File: config.mk
export PLATFORM = sky130hd
export DESIGN_NAME = sync_length_end_frame_receiver_core
export DESIGN_NICKNAME = d
export VERILOG_FILES = /design/src/hw/rtl/slef_pkg.sv /design/src/hw/rtl/sync_length_end_frame_receiver_core.sv
export SDC_FILE = /design/constraint.sdc
export NUM_CORES = 1
export LEC_CHECK = 0
export BUFFER_PORTS_ARGS = -buffer_cell sky130_fd_sc_hd__buf_2
export CAP_MARGIN = 20
export CORE_AREA = 2 2 112 114
export DETAILED_ROUTE_END_ITERATION = 8
export DIE_AREA = 0 0 114 116
export GPL_TIMING_DRIVEN = 0
export PLACE_DENSITY = 0.86
export REMOVE_ABC_BUFFERS = 1
export SLEW_MARGIN = 20
export SYNTH_ARGS = -nofsm -noshare
export SYNTH_HDL_FRONTEND = slang
export SYNTH_SLANG_ARGS = --single-unit
File: constraint.sdc
create_clock -name clk -period 9.45 [get_ports clk]
set_input_delay 0.945 -clock clk [delete_from_list [all_inputs] [get_ports clk]]
set_output_delay 0.945 -clock clk [all_outputs]
set_load 0.1 [all_outputs]
File: src/hw/rtl/slef_pkg.sv
// ----------------------------------------------------------------------------
// Frame receiver package
// Phase codes, register indexes and frame limits shared by the receiver.
// ----------------------------------------------------------------------------
package slef_pkg;

    localparam int MAX_LEN     = 8;
    localparam int STORE_DEPTH = 8;
    localparam int STORE_IDX_W = $clog2(STORE_DEPTH);
    localparam int BYTE_W      = 8;
    localparam int LEN_W       = 4;
    localparam int PAYLOAD_W   = STORE_DEPTH * BYTE_W;

    typedef enum logic [1:0] {
        PH_HUNT = 2'd0,
        PH_LEN  = 2'd1,
        PH_DATA = 2'd2,
        PH_END  = 2'd3
    } phase_t;

    typedef enum logic [1:0] {
        REG_SYNC_EXTERNAL = 2'd0,
        REG_SYNC_INTERNAL = 2'd1,
        REG_END_MARKER    = 2'd2,
        REG_UNUSED        = 2'd3
    } reg_index_t;

    localparam logic [7:0] SYNC_EXTERNAL_RST = 8'hAA;
    localparam logic [7:0] SYNC_INTERNAL_RST = 8'hAB;
    localparam logic [7:0] END_MARKER_RST    = 8'h55;

endpackage

File: src/hw/rtl/sync_length_end_frame_receiver_core.sv
// ----------------------------------------------------------------------------
// Length-prefixed frame receiver
// Hunts for a sync byte, takes a length byte, stores the data bytes and
// emits one frame when the closing byte matches the end marker.
//
//  Channel  Direction  Payload
//  s_*      in         tdata[7:0] rx_byte
//  m_*      out        tdata[3:0] frame_length, [67:4] payload; tuser is_external
//  cfg_*    in         cfg_index register, cfg_data value
//
// Bytes are taken one per cycle while s_tready is high; only those move the phase.
// A frame appears on m_* in the cycle after its end byte is transferred.
// Reset clears the phase and output valid; the sync and end registers
// return to their defaults. Only the end byte waits on a stalled output.
// ----------------------------------------------------------------------------
module sync_length_end_frame_receiver_core
    import slef_pkg::*;
(
    input  logic        clk,
    input  logic        rst_n,
    input  logic        s_tvalid,
    output logic        s_tready,
    input  logic [7:0]  s_tdata,   // [7:0] rx_byte
    output logic        m_tvalid,
    input  logic        m_tready,
    output logic [71:0] m_tdata,   // [3:0] frame_length, [67:4] payload, [71:68] zero
    output logic [0:0]  m_tuser,   // [0] is_external
    input  logic        cfg_valid,
    output logic        cfg_ready,
    input  logic [1:0]  cfg_index,
    input  logic [7:0]  cfg_data
);

    phase_t                 phase_reg, phase_next;
    logic                   kind_reg, kind_next;
    logic [LEN_W-1:0]       stored_reg, stored_next;
    logic [LEN_W-1:0]       announced_reg, announced_next;
    logic [BYTE_W-1:0]      store_mem [STORE_DEPTH];
    logic                   store_we;

    logic [BYTE_W-1:0]      sync_ext_reg, sync_int_reg, end_marker_reg;

    logic                   out_valid_reg;
    logic                   out_kind_reg;
    logic [LEN_W-1:0]       out_len_reg;
    logic [PAYLOAD_W-1:0]   out_payload_reg;
    logic [PAYLOAD_W-1:0]   packed_payload;

    logic [BYTE_W-1:0]      rx_byte;
    logic                   in_xfer;
    logic                   ext_hit, int_hit;
    logic                   room_left;
    logic [LEN_W-1:0]       stored_inc;
    logic                   result_fire;

    assign rx_byte    = s_tdata;
    assign s_tready   = (phase_reg != PH_END) || !out_valid_reg || m_tready;
    assign in_xfer    = s_tvalid && s_tready;
    assign cfg_ready  = 1'b1;

    assign ext_hit    = (rx_byte == sync_ext_reg);
    assign int_hit    = (rx_byte == sync_int_reg);
    assign room_left  = (stored_reg < LEN_W'(MAX_LEN));
    assign stored_inc = stored_reg + LEN_W'(1);

    // next phase
    always_comb
    begin
        phase_next = phase_reg;
        if (in_xfer)
        begin
            unique case (phase_reg)
                PH_HUNT:
                begin
                    if (ext_hit || int_hit)
                        phase_next = PH_LEN;
                end
                PH_LEN:
                begin
                    if (rx_byte <= BYTE_W'(MAX_LEN))
                        phase_next = (rx_byte == '0) ? PH_END : PH_DATA;
                    else
                        phase_next = PH_HUNT;
                end
                PH_DATA:
                begin
                    if (!room_left)
                        phase_next = PH_HUNT;
                    else if (stored_inc >= announced_reg)
                        phase_next = PH_END;
                end
                PH_END:
                    phase_next = PH_HUNT;
                default:
                    phase_next = PH_HUNT;
            endcase
        end
    end

    // frame bookkeeping and result
    always_comb
    begin
        kind_next      = kind_reg;
        stored_next    = stored_reg;
        announced_next = announced_reg;
        store_we       = 1'b0;
        result_fire    = 1'b0;
        if (in_xfer)
        begin
            unique case (phase_reg)
                PH_HUNT:
                begin
                    if (ext_hit || int_hit)
                    begin
                        kind_next   = ext_hit;
                        stored_next = '0;
                    end
                end
                PH_LEN:
                begin
                    if (rx_byte <= BYTE_W'(MAX_LEN))
                        announced_next = rx_byte[LEN_W-1:0];
                end
                PH_DATA:
                begin
                    if (room_left)
                    begin
                        store_we    = 1'b1;
                        stored_next = stored_inc;
                    end
                end
                PH_END:
                    result_fire = (rx_byte == end_marker_reg);
                default:
                    result_fire = 1'b0;
            endcase
        end
    end

    // pack stored bytes, zero those beyond the stored count
    always_comb
    begin
        for (int k = 0; k < STORE_DEPTH; k++)
        begin
            if (LEN_W'(k) < stored_reg)
                packed_payload[k*BYTE_W +: BYTE_W] = store_mem[k];
            else
                packed_payload[k*BYTE_W +: BYTE_W] = '0;
        end
    end

    always_ff @(posedge clk)
    begin
        if (store_we)
            store_mem[stored_reg[STORE_IDX_W-1:0]] <= rx_byte;
    end

    always_ff @(posedge clk or negedge rst_n)
    begin
        if (!rst_n)
        begin
            phase_reg     <= PH_HUNT;
            kind_reg      <= 1'b0;
            stored_reg    <= '0;
            announced_reg <= '0;
        end
        else
        begin
            phase_reg     <= phase_next;
            kind_reg      <= kind_next;
            stored_reg    <= stored_next;
            announced_reg <= announced_next;
        end
    end

    always_ff @(posedge clk or negedge rst_n)
    begin
        if (!rst_n)
        begin
            sync_ext_reg   <= SYNC_EXTERNAL_RST;
            sync_int_reg   <= SYNC_INTERNAL_RST;
            end_marker_reg <= END_MARKER_RST;
        end
        else if (cfg_valid)
        begin
            unique case (reg_index_t'(cfg_index))
                REG_SYNC_EXTERNAL: sync_ext_reg   <= cfg_data;
                REG_SYNC_INTERNAL: sync_int_reg   <= cfg_data;
                REG_END_MARKER:    end_marker_reg <= cfg_data;
                REG_UNUSED:        ;
                default:           ;
            endcase
        end
    end

    // output register: load on a good end byte, drop on transfer
    always_ff @(posedge clk or negedge rst_n)
    begin
        if (!rst_n)
            out_valid_reg <= 1'b0;
        else if (result_fire)
            out_valid_reg <= 1'b1;
        else if (m_tready)
            out_valid_reg <= 1'b0;
    end

    always_ff @(posedge clk)
    begin
        if (result_fire)
        begin
            out_kind_reg    <= kind_reg;
            out_len_reg     <= stored_reg;
            out_payload_reg <= packed_payload;
        end
    end

    assign m_tvalid = out_valid_reg;
    assign m_tdata  = {4'b0000, out_payload_reg, out_len_reg};
    assign m_tuser  = out_kind_reg;

endmodule

==> results.yml <==
finish:
  multi_input_area_um2: 1470
  area_growth_pct: 18.5
  drive_above_1_share: 0.344
  final-seq-area_um2: 4910
  layout.nets: 534
  nFillCells: 815
  final_cell_area_um2: 7660
  antenna_cells: 0
worst_setup_path:
  critical_path.max_stage_delay_ns: 0.42
  startpoint: "s_tdata[1]"
  worstSetupEndpoint: "out_payload_reg[28]"
  crit_top_cell: "buf_2"
  worst_setup_path_end_kind: "register"
  worst-path-max-fanout: 14
  timing.rr.start: "end_marker_reg[6]"
  reg2reg_to: "out_payload_reg[28]"
  ff2ff_setup_slack_ns: 6.90
  critPathBufInv: 5
  cp_num_cells: 8
  required_ns: 9.57
  arrival_ns: 3.07
  start_kind: "input pin"
  slowest_stage: "nor4_2"
  worst_r2r_path_depth: 7
  path_cells: "buf_2, xnor2_1, nand4_1, nor4_2, buf_2, buf_2, buf_2, buf_2"
  critPathKind: "input pin to register"
  crit_family: "buffers and inverters"
synth:
  ys_types: 39
  synth.ff_latch_count: 169
  yosysWarnings: 0
  ys_seq_area_frac: 0.760
  syn_inst: 393
  synth.avg_cell_area_um2: 16.5
  syn_area_um2: 6460
timing:
  tightest_slew_ns: 1.04
  hold_viol_final: 0
  finalCritPeriodShare: 0.312
  finalCriticalPeriod_ns: 2.95
  finClkSkew_ns: 0.0124
  rsz0062_at_grt: "false"
  setup_ws_ns: 6.50
  slew_headroom: 0.300
  fmax_mhz: 339
  finalMaxSlewViolations: 0
  setup_viol: 0
min_path:
  hold_path_class: "register to register"
cts:
  clk_pin_slew_ns: 0.06
  cts.htree.levels: 4
  ctsResizeCount: 0
  cts_root_buf: "clkbuf_16"
  cts_tree: "built"
  clockBufferDepth: 2
  cts_setup_buffers: 0
  cts_hold_buf: 0
  cts_buffers: 17
  cts_sinks: 169
  clock_latency_ns: 0.43
die:
  initial_utilization: 0.543
  core_um2: 11900
  dieArea_um2: 13200
  io_pins: 99
  die_w_um: 114
  die_h_um: 116
  fp-row-count: 40
pwr:
  leakagePower_uw: 0.00280
  powerDensity_nw_per_um2: 215
  ir_drop_mv: 0.143
placed_design:
  dp_slack_ns: 6.09
  numPortBuffers: 93
  hpwlAfterDp_um: 7800
  place.gp.congestion: 0.821
  placed_area_um2: 7120
global_route:
  grt_pass1_wl_um: 18300
  grt_pass1_vias: 3551
  antenna_found_initial: 0
  grt_max_degree: 37
  grt_use_total: 0.189
  gr-total-overflow: 0
run:
  cap_viol_max_count: 0
status:
  status: "complete, no violations"
routing:
  drt-pass1-iter-count: 4
  drt_wl_total_um: 11700
  wl_per_cell_um: 17.6
  drt_iter0_markers: 249
  vias_per_cell: 5.25
  vias: 3484
  drc: 0
  ant_nets: 0
==> metrics by stage <==
step	setup TNS (ns)	utilization	std cells	power [µW]	hold WS, ns
global placement	-110.45	0.592	622	1020	0.434
CTS	0	0.643	664	1660	0.456
detailed placement	0	0.597	632	1030	0.442
floorplan	0	-	382	980	0.419
global route	0	0.643	664	1710	0.475
finish	0	0.643	664	1650	0.461
==> synth_stat cells (all sizes together) <==
cell,number,area share
nor3,6,0.0064
conb,2,0.0012
dfstp,13,0.053
nor3b,1,0.0019
ha,7,0.014
o2111a,1,0.0017
nand3,5,0.0039
nor4b,1,0.0014
nor2b,56,0.054
nor4,6,0.0068
nor2,12,0.0070
o31a,1,0.0014
nand4b,1,0.0014
and4bb,1,0.0019
xnor2,9,0.012
xor2,17,0.023
and2,8,0.0077
nand4,1,0.00097
clkbuf,6,0.0035
buf,8,0.0079
mux2,25,0.044
o21ai,11,0.0085
edfxtp,133,0.62
dfrtp,23,0.089
nand3b,3,0.0035
nand2b,3,0.0029
or4,1,0.0012
inv,7,0.0041
a21o,1,0.0012
a21oi,11,0.0085
a211oi,1,0.0012
nand2,12,0.0074
==> layout by cell type (no fill, tap or decap), drive strengths merged, types with 4 or more instances in the layout <==
| cell type | Yosys | final |
|---|---|---|
| o21ai | 11 | 11 |
| clkinvlp | 0 | 4 |
| clkinv | 0 | 5 |
| ha | 7 | 7 |
| xor2 | 17 | 17 |
| xnor2 | 9 | 9 |
| and2 | 8 | 8 |
| edfxtp | 133 | 133 |
| nor2b | 56 | 56 |
| nor2 | 12 | 12 |
| nor4 | 6 | 6 |
| dfstp | 13 | 13 |
| a21oi | 11 | 11 |
| clkbuf | 6 | 17 |
| nor3 | 6 | 6 |
| inv | 7 | 13 |
| mux2 | 25 | 25 |
| conb | 2 | 5 |
| dfrtp | 23 | 23 |
| nand3 | 5 | 5 |
| buf | 8 | 103 |
| nand2 | 12 | 12 |
==> logic make-up (layout without fill, tap and decap cells) <==
| group | Yosys count | in the layout | share of synthesized area |
|---|---|---|---|
| AOI/OAI and AO/OA | 26 | 26 | 0.0225 |
| xor gates and xnor gates | 26 | 26 | 0.0352 |
| muxes | 25 | 25 | 0.0441 |
| buffers and inverters | 21 | 142 | 0.0155 |
| DFF | 169 | 169 | 0.760 |
| other | 2 | 5 | 0.00116 |
| and+or+nand+nor | 117 | 117 | 0.108 |
| adders and majority gates | 7 | 7 | 0.0135 |
==> where the power goes <==
part	total [µW]	leakage (µW)	internal [µW]	switching [µW]
Sequential	871	0.00156	844	27.3
Clock	629	0.000255	340	289
Combinational	145	0.000981	57.1	87.8
Total	1650	0.00280	1240	404
==> layer usage <==
metal | track usage | vias to the layer above | wire (µm)
li1 | - | 1629 | -
met1 | 0.237 | 1719 | 4790
met2 | 0.320 | 126 | 6160
met3 | 0.0471 | 10 | 667
met4 | 0.0764 | 0 | 101
met5 | 0 | - | 0
==> worst min path at each step <==
stage	slack, ns	from	end	cells after the start
finish	0.46	kind_reg	m_tuser	0
global route	0.48	kind_reg	m_tuser	0
global placement	0.43	kind_reg	m_tuser	0
floorplan	0.42	kind_reg	m_tuser	0
detailed placement	0.44	kind_reg	m_tuser	0
CTS	0.46	kind_reg	m_tuser	0
==> layout make-up <==
type,count,share of cell area
multi-input cells,206,0.192
clock buffers,17,0.0555
repair buffers,103,0.0683
clock inverters,15,0.0154
well taps,147,0.0240
flip-flops and latches,169,0.641
inverters,7,0.00343
(Power assumes the default switching activity.)
